--- src/hw/rtl/pee_pkg.sv ---
// Types and constants shared by the postfix evaluator files.
package pee_pkg;

    typedef logic [31:0] t_word;
    typedef logic [7:0]  t_symbol;
    typedef logic [2:0]  t_state;
    typedef logic [1:0]  t_op;
    typedef logic [2:0]  t_flags;

    localparam t_symbol SYM_END = 8'd0;
    localparam t_symbol SYM_ADD = 8'd43;
    localparam t_symbol SYM_SUB = 8'd45;
    localparam t_symbol SYM_MUL = 8'd42;
    localparam t_symbol SYM_DIV = 8'd47;

    localparam t_word DIGIT_BASE  = 32'd48;
    localparam t_word EMPTY_VALUE = 32'hFFFF_FFFF;

    localparam t_op OP_ADD = 2'd0;
    localparam t_op OP_SUB = 2'd1;
    localparam t_op OP_MUL = 2'd2;
    localparam t_op OP_DIV = 2'd3;

    localparam int FLAG_UNDER = 0;
    localparam int FLAG_OVER  = 1;
    localparam int FLAG_DIVZ  = 2;

    localparam t_state S_IDLE    = 3'd0;
    localparam t_state S_POP_L   = 3'd1;
    localparam t_state S_EXEC    = 3'd2;
    localparam t_state S_DIV     = 3'd3;
    localparam t_state S_DIV_FIX = 3'd4;
    localparam t_state S_PUSH    = 3'd5;
    localparam t_state S_TERM    = 3'd6;

endpackage

--- src/hw/rtl/pee_ram.sv ---
// Generic single-write, single-read RAM with registered read data.
module pee_ram #(
    parameter int WIDTH = 32,
    parameter int DEPTH = 16,
    localparam int AW = (DEPTH > 1) ? $clog2(DEPTH) : 1
) (
    input  logic             i_clk,
    input  logic             i_wr_en,
    input  logic [AW-1:0]    i_wr_addr,
    input  logic [WIDTH-1:0] i_wr_data,
    input  logic             i_rd_en,
    input  logic [AW-1:0]    i_rd_addr,
    output logic [WIDTH-1:0] o_rd_data
);

    logic [WIDTH-1:0] r_mem [DEPTH];

    always_ff @(posedge i_clk) begin
        if (i_wr_en) begin
            r_mem[i_wr_addr] <= i_wr_data;
        end
        if (i_rd_en) begin
            o_rd_data <= r_mem[i_rd_addr];
        end
    end

endmodule

--- src/hw/rtl/postfix_expression_evaluator_core.sv ---
// Postfix expression evaluator: operand stack in RAM, sequencer and shared arithmetic unit.
//
//   channel  | handshake                  | payload
//   ---------+----------------------------+-----------------------------------------------
//   input    | i_in_valid / o_in_stall    | i_in_symbol[7:0]
//   output   | o_out_valid / i_out_stall  | o_value[31:0], o_underflow, o_overflow,
//            |                            | o_divide_by_zero
//
// Operand bytes are pushed straight from idle. A terminator pops the top of stack, then waits
// in S_TERM for the output register. + - * make two stack reads through the RAM's registered
// read port, execute and push. Division sets up in execute; with a zero divisor it pushes zero,
// else the shared restoring divider retires one quotient bit a cycle, then fixes sign and pushes.
// Synchronous active-low reset empties the stack and clears the flags and output valid.
// A held result does not block operand and operator transactions; a terminator waits for it.
module postfix_expression_evaluator_core #(
    parameter int STACK_DEPTH = 16
) (
    input  logic                i_clk,
    input  logic                i_rst_n,
    input  logic                i_in_valid,
    output logic                o_in_stall,
    input  pee_pkg::t_symbol    i_in_symbol,
    output logic                o_out_valid,
    input  logic                i_out_stall,
    output logic signed [31:0]  o_value,
    output logic                o_underflow,
    output logic                o_overflow,
    output logic                o_divide_by_zero
);

    import pee_pkg::*;

    localparam int AW = (STACK_DEPTH > 1) ? $clog2(STACK_DEPTH) : 1;
    localparam int CW = $clog2(STACK_DEPTH + 1);

    t_state         r_state, n_state;
    logic [CW-1:0]  r_count, n_count;
    t_flags         r_flags, n_flags;
    logic           r_rd_pend, n_rd_pend;
    logic           r_out_valid, n_out_valid;
    t_op            r_op, n_op;
    t_word          r_rhs, n_rhs;
    t_word          r_quo, n_quo;
    t_word          r_rem, n_rem;
    t_word          r_res, n_res;
    logic           r_neg, n_neg;
    logic [4:0]     r_div_cnt, n_div_cnt;
    t_word          r_value, n_value;
    t_flags         r_out_flags, n_out_flags;

    logic           w_accept;
    logic           w_is_end;
    logic           w_is_op;
    logic           w_can_pop;
    logic           w_full;
    logic [CW-1:0]  w_count_dec;
    t_word          w_rd_data;
    t_word          w_popped;
    t_word          w_left_mag;
    t_word          w_right_mag;
    logic [32:0]    w_rem_sh;
    logic [32:0]    w_diff;
    logic           w_wr_en;
    logic [AW-1:0]  w_wr_addr;
    t_word          w_wr_data;
    logic           w_rd_en;

    pee_ram #(
        .WIDTH (32),
        .DEPTH (STACK_DEPTH)
    ) u_stack (
        .i_clk     (i_clk),
        .i_wr_en   (w_wr_en),
        .i_wr_addr (w_wr_addr),
        .i_wr_data (w_wr_data),
        .i_rd_en   (w_rd_en),
        .i_rd_addr (w_count_dec[AW-1:0]),
        .o_rd_data (w_rd_data)
    );

    assign o_in_stall       = (r_state != S_IDLE);
    assign w_accept         = i_in_valid && !o_in_stall;
    assign w_is_end         = (i_in_symbol == SYM_END);
    assign w_is_op          = (i_in_symbol == SYM_ADD) || (i_in_symbol == SYM_SUB) ||
                              (i_in_symbol == SYM_MUL) || (i_in_symbol == SYM_DIV);
    assign w_can_pop        = (r_count != '0);
    assign w_full           = (r_count == CW'(STACK_DEPTH));
    assign w_count_dec      = r_count - CW'(1);
    assign w_wr_addr        = r_count[AW-1:0];
    assign w_popped         = r_rd_pend ? w_rd_data : EMPTY_VALUE;
    assign w_left_mag       = w_popped[31] ? (32'd0 - w_popped) : w_popped;
    assign w_right_mag      = r_rhs[31] ? (32'd0 - r_rhs) : r_rhs;
    assign w_rem_sh         = {r_rem, r_quo[31]};
    assign w_diff           = w_rem_sh - {1'b0, r_rhs};

    assign o_out_valid      = r_out_valid;
    assign o_value          = signed'(r_value);
    assign o_underflow      = r_out_flags[FLAG_UNDER];
    assign o_overflow       = r_out_flags[FLAG_OVER];
    assign o_divide_by_zero = r_out_flags[FLAG_DIVZ];

    always_comb begin
        n_state     = r_state;
        n_count     = r_count;
        n_flags     = r_flags;
        n_rd_pend   = r_rd_pend;
        n_out_valid = r_out_valid;
        n_op        = r_op;
        n_rhs       = r_rhs;
        n_quo       = r_quo;
        n_rem       = r_rem;
        n_res       = r_res;
        n_neg       = r_neg;
        n_div_cnt   = r_div_cnt;
        n_value     = r_value;
        n_out_flags = r_out_flags;
        w_wr_en     = 1'b0;
        w_wr_data   = r_res;
        w_rd_en     = 1'b0;

        if (r_out_valid && !i_out_stall) begin
            n_out_valid = 1'b0;
        end

        case (r_state)
            S_IDLE: begin
                if (w_accept) begin
                    if (w_is_end || w_is_op) begin
                        if (w_can_pop) begin
                            w_rd_en   = 1'b1;
                            n_count   = w_count_dec;
                            n_rd_pend = 1'b1;
                        end else begin
                            n_rd_pend            = 1'b0;
                            n_flags[FLAG_UNDER]  = 1'b1;
                        end
                        if (w_is_end) begin
                            n_state = S_TERM;
                        end else begin
                            n_state = S_POP_L;
                            case (i_in_symbol)
                                SYM_ADD: n_op = OP_ADD;
                                SYM_SUB: n_op = OP_SUB;
                                SYM_MUL: n_op = OP_MUL;
                                default: n_op = OP_DIV;
                            endcase
                        end
                    end else begin
                        w_wr_data = t_word'(i_in_symbol) - DIGIT_BASE;
                        if (!w_full) begin
                            w_wr_en = 1'b1;
                            n_count = r_count + CW'(1);
                        end else begin
                            n_flags[FLAG_OVER] = 1'b1;
                        end
                    end
                end
            end
            S_POP_L: begin
                n_rhs = w_popped;
                if (w_can_pop) begin
                    w_rd_en   = 1'b1;
                    n_count   = w_count_dec;
                    n_rd_pend = 1'b1;
                end else begin
                    n_rd_pend           = 1'b0;
                    n_flags[FLAG_UNDER] = 1'b1;
                end
                n_state = S_EXEC;
            end
            S_EXEC: begin
                n_state = S_PUSH;
                case (r_op)
                    OP_ADD: n_res = w_popped + r_rhs;
                    OP_SUB: n_res = w_popped - r_rhs;
                    OP_MUL: n_res = w_popped * r_rhs;
                    default: begin
                        if (r_rhs == '0) begin
                            n_res              = '0;
                            n_flags[FLAG_DIVZ] = 1'b1;
                        end else begin
                            n_quo     = w_left_mag;
                            n_rem     = '0;
                            n_rhs     = w_right_mag;
                            n_neg     = w_popped[31] ^ r_rhs[31];
                            n_div_cnt = 5'd31;
                            n_state   = S_DIV;
                        end
                    end
                endcase
            end
            S_DIV: begin
                if (!w_diff[32]) begin
                    n_rem = w_diff[31:0];
                    n_quo = {r_quo[30:0], 1'b1};
                end else begin
                    n_rem = w_rem_sh[31:0];
                    n_quo = {r_quo[30:0], 1'b0};
                end
                n_div_cnt = r_div_cnt - 5'd1;
                if (r_div_cnt == '0) begin
                    n_state = S_DIV_FIX;
                end
            end
            S_DIV_FIX: begin
                n_res   = r_neg ? (32'd0 - r_quo) : r_quo;
                n_state = S_PUSH;
            end
            S_PUSH: begin
                if (!w_full) begin
                    w_wr_en = 1'b1;
                    n_count = r_count + CW'(1);
                end else begin
                    n_flags[FLAG_OVER] = 1'b1;
                end
                n_state = S_IDLE;
            end
            S_TERM: begin
                if (!r_out_valid || !i_out_stall) begin
                    n_value     = w_popped;
                    n_out_flags = r_flags;
                    n_flags     = '0;
                    n_out_valid = 1'b1;
                    n_state     = S_IDLE;
                end
            end
            default: begin
                n_state = S_IDLE;
            end
        endcase
    end

    always_ff @(posedge i_clk) begin
        if (!i_rst_n) begin
            r_state     <= S_IDLE;
            r_count     <= '0;
            r_flags     <= '0;
            r_rd_pend   <= 1'b0;
            r_out_valid <= 1'b0;
        end else begin
            r_state     <= n_state;
            r_count     <= n_count;
            r_flags     <= n_flags;
            r_rd_pend   <= n_rd_pend;
            r_out_valid <= n_out_valid;
        end
    end

    always_ff @(posedge i_clk) begin
        r_op        <= n_op;
        r_rhs       <= n_rhs;
        r_quo       <= n_quo;
        r_rem       <= n_rem;
        r_res       <= n_res;
        r_neg       <= n_neg;
        r_div_cnt   <= n_div_cnt;
        r_value     <= n_value;
        r_out_flags <= n_out_flags;
    end

endmodule

--- config.mk ---
export PLATFORM = sky130hd
export DESIGN_NAME = postfix_expression_evaluator_core
export DESIGN_NICKNAME = d
export VERILOG_FILES = /design/src/hw/rtl/pee_pkg.sv /design/src/hw/rtl/pee_ram.sv /design/src/hw/rtl/postfix_expression_evaluator_core.sv
export SDC_FILE = /design/constraint.sdc
export NUM_CORES = 2
export LEC_CHECK = 0
export BUFFER_PORTS_ARGS = -buffer_cell sky130_fd_sc_hd__buf_4
export CORE_ASPECT_RATIO = 1.75
export CORE_MARGIN = 1
export CORE_UTILIZATION = 55
export DETAILED_ROUTE_END_ITERATION = 10
export GPL_TIMING_DRIVEN = 0
export PLACE_DENSITY = 0.71
export RECOVER_POWER = 100
export SLEW_MARGIN = 20
export SYNTH_ARGS = -nofsm -noshare
export SYNTH_HDL_FRONTEND = slang
export SYNTH_SLANG_ARGS = --single-unit
--- constraint.sdc ---
create_clock -name i_clk -period 10.17 [get_ports i_clk]
set_input_delay 1.017 -clock i_clk [delete_from_list [all_inputs] [get_ports i_clk]]
set_output_delay 1.017 -clock i_clk [all_outputs]
set_load 0.01 [all_outputs]
==> run summary <==
The run finished, with violations left. The final reports fail on capacitance limit, slew limit. For the filler cell count, the log shows 7225.

TritonCTS built the clock tree. The largest individual stage delay along the critical path comes from the cell clkbuf_1. The biggest cell delay along the critical path was 1080 ps. Counting along the longest clock path gives a buffer depth of 3.

The worst-case IR drop observed on VDD is 0.0002010 V. Of all nets on the critical path, the largest fanout is 11. The clock reaches the later pin of the worst-skew pair after 670 ps. The number of vias per cell is 6.289. The worst path uses 98.96% of the clock period.

The total overflow left after global routing is 0. Power spread over the standard cell area amounts to 198.3 mW/mm2. The first global-routing pass estimated 248900 um of wire. For the summed negative setup slack over all endpoints, the log shows 0 ps. Overall die area: 0.09071 mm2. The maximum number of pins on one net before global-route repair is 47. In the post-route analysis, the smallest setup slack over all paths is 105.6 ps. In the layout the commonest cells are 715 x edfxtp_1, 464 x inv_1, 435 x nor2_1, 410 x fa_1, 377 x nand2_1. For hold timing, the worst endpoint is r_out_flags[1]$_DFFE_PP_.

The clock period could shrink to 10060 ps. Measured on the finished design, the core utilization comes to 60.23%. The run gives 0.08828 mm2 as the total core area. Timing analysis after detailed placement gives a worst setup slack of -878.7 ps. The number of cells on the worst reg-to-reg path was 26. The floorplan step set the die height to 397.7 um. The logs give 49 for the total I/O pin count and 3 for the H-tree depth.

The commonest non-fill, non-tap cell in the layout was edfxtp_1. The worst setup path is captured at a flop. The largest delay contributor family on the critical path was adder cells. The run gives 68 as the number of CTS-inserted buffers.

The cell sitting at the root of the clock tree is a clkbuf_16. For the number of antenna-violating nets in the routed design, the log shows 0. The number of nets handed over by synthesis was 4679. The run gives 0 as the total count of hold-check failures in the final report. The critical path in this run is classified as reg2reg.

The per-instance average area after synthesis was 12.14 um2; the final weighted congestion of routability-driven global placement was 1.039. Sequential elements use 44.17% of the synthesized area. For this run, the number of Yosys warnings is 0. The number of iterations in the first detailed-routing pass is 5, and the flip-flop and latch count after synthesis is 728. The tools report the start of the worst register-to-register path as r_rd_pend$_SDFFE_PN0P_.

The data required time at the worst endpoint came out at 10510 ps. Counting every sink on the clock net gives 728. The mapped netlist covers 0.04920 mm2. The fraction of registers with async set/reset is 0%.

Yosys mapped the design onto 89 distinct sky130hd cell types. Measured against its own limit, the worst slew margin works out to -41.02%. The cell count after synthesis came out at 4054. The count of max-cap constraint violations came out at 19. The launching element type of the critical path is a flop. For the total design power, the log shows 10.54 mW. The die is 228.1 um wide. For this block, the initial DRC count from the detailed router was 3176.

The initialized floorplan defines 144 standard-cell rows. The startpoint identified for the worst hold timing path is r_flags[1]$_SDFFE_PN0P_. Hold repair after CTS inserted 0 buffers. The fraction of final layout cells sized beyond drive strength 1 came out at 8.056%. The area growth from synthesis to layout is 8.066%. The most numerous cell type found on the critical path is fa_1.

The mean routed wirelength per cell is 31.91 um. In this run, synthesis inferred 715 flip-flops with an integrated enable. Along the worst hold path, the cell count comes to 0. The most common flop cell mapped by yosys is edfxtp_1.

The run gives 4845 as the net total in the final layout. The tools report the worst flop-to-flop path endpoint as r_res[28]$_DFFE_PP_. The clock arrives with 39.40 ps of skew.

The final route contains 34240 vias. The clock input transition at the sequential cells of the worst setup and hold paths is 70 ps. The leakage dissipation came out at 20.38 nW.

The global router's overall resource usage is 39.41%, and the DRC violation count after routing is 0. The tools report the starting density of the core as 55.73%. The tools report the final number of setup-violating endpoints as 0. Timing would allow up to 99.36 MHz. The setup check on the worst reg-to-reg path leaves a slack of 110 ps. Max-slew violation total from the final report: 310.

The path class of the lowest-slack min-delay path is reg2reg. The via count of the first global-routing pass is 36160. The number of antenna violations at the first check in global routing was 17; the HPWL after detailed placement was 131200 um. Data on the critical path arrives at its endpoint at 10400 ps. The number of buffers and inverters on the critical path was 5; the slew at the pin with the worst max-slew slack was 2108 ps. The number of I/O port buffers came out at 48.

The routed design has 173700 um of wire. Setup repair after global routing left no endpoint under its margin.
## power breakdown
group          internal [mW]  switching (mW)
clock network           1.33            1.17
logic                   1.73            2.94
registers               3.36          0.0127
## how the worst max path moves through the flow
stage,from,end,cells past startpoint
finish,r_rd_pend$_SDFFE_PN0P_,r_res[28]$_DFFE_PP_,26
global route,r_rd_pend$_SDFFE_PN0P_,r_res[31]$_DFFE_PP_,30
CTS,r_rd_pend$_SDFFE_PN0P_,r_res[28]$_DFFE_PP_,30
detailed placement,r_rd_pend$_SDFFE_PN0P_,r_res[31]$_DFFE_PP_,30
global placement,r_rd_pend$_SDFFE_PN0P_,r_res[23]$_DFFE_PP_,27
floorplan,r_rd_pend$_SDFFE_PN0P_,r_res[28]$_DFFE_PP_,30
## worst reg2reg max path, delay by kind of cell, from the launching register on
kind	cells	cell delay, ps
fa+ha+maj	9	3650
buf+inv	5	2730
compound gates	8	2030
simple gates	3	570
flops	1	460
xor+xnor	1	320
## cells by family (layout without fill, tap and decap cells)
family                     Yosys count  in the layout  share of synthesized area [%]
adders and majority gates          613            613                          21.84
other                                0              6                              0
DFF                                728            728                          44.17
AOI/OAI and AO/OA                  492            492                          6.510
and+or+nand+nor                   1095           1095                          9.869
buffers and inverters              691            907                          5.310
xor gates and xnor gates           263            263                          4.720
muxes                              172            172                          7.583
## cell usage after synthesis, types with 12 or more instances
cell,number,area share (%)
or3_1,14,0.18
and2_1,34,0.43
a31oi_1,18,0.23
and3_1,19,0.24
o21a_1,27,0.41
a21oi_1,93,0.95
nor4_1,12,0.15
fa_1,410,17
dfxtp_1,13,0.53
o22ai_1,46,0.58
nand3_1,53,0.54
xnor2_1,213,3.8
buf_1,26,0.20
o31ai_1,16,0.24
nand2b_1,40,0.51
nor3_1,37,0.38
xor2_1,49,0.87
clkbuf_1,175,1.3
inv_1,465,3.5
a22oi_1,18,0.27
nor2_1,436,3.3
nand2_1,377,2.9
a21o_1,62,0.95
nor2b_1,22,0.28
ha_1,203,5.2
o21ai_0,122,1.2
edfxtp_1,715,44
mux4_2,160,7.3
## timing repair
item | CTS | global route
setup buffers | 0 | 3
endpoints found under the setup margin | 12 | 5
resized for setup | 11 | 5
## state kept, by name (all words and copies together), names as in the netlist
register	count
r_flags	3
r_quo	32
r_res	32
r_rhs	32
o_value	32
r_neg	1
u_stack.r_mem	512
u_stack.o_rd_data	32
r_state	3
r_out_flags	3
r_rd_pend	1
r_op	2
r_count	5
r_div_cnt	5
o_out_valid	1
r_rem	32
## layout make-up
class | count | area (um2) | area share, %
tap | 1168 | 1461 | 2.748
inverter | 479 | 1812 | 3.407
sequential | 728 | 21730 | 40.87
clock inverter | 37 | 327.8 | 0.6165
timing repair buffer | 99 | 439.2 | 0.8259
clock buffer | 83 | 1758 | 3.306
multi-input combinational | 2635 | 24800 | 46.64
buffer | 209 | 828.3 | 1.558
antenna | 6 | 15.01 | 0.02824
## routing by layer
layer | GRT usage (%) | vias to the layer above | wire [um]
met1 | 38.45 | 17190 | 52460
met3 | 9.228 | 871 | 13590
met4 | 37.78 | 24 | 20410
met5 | 0 | - | 166
li1 | - | 14290 | -
met2 | 68.22 | 1866 | 87100
## per-stage QoR
stage / hold slack, ps / instances / instance area, um2
after floorplan: 408.8 / 4054 / 49200
after global placement: 462.9 / 5270 / 51030
after detailed placement: 464.7 / 5316 / 52010
after CTS: 500.9 / 5435 / 54130
after global routing: 500.8 / 5439 / 53160
final: 501.9 / 5444 / 53170
No activity file was read; power rests on OpenSTA's default activity.
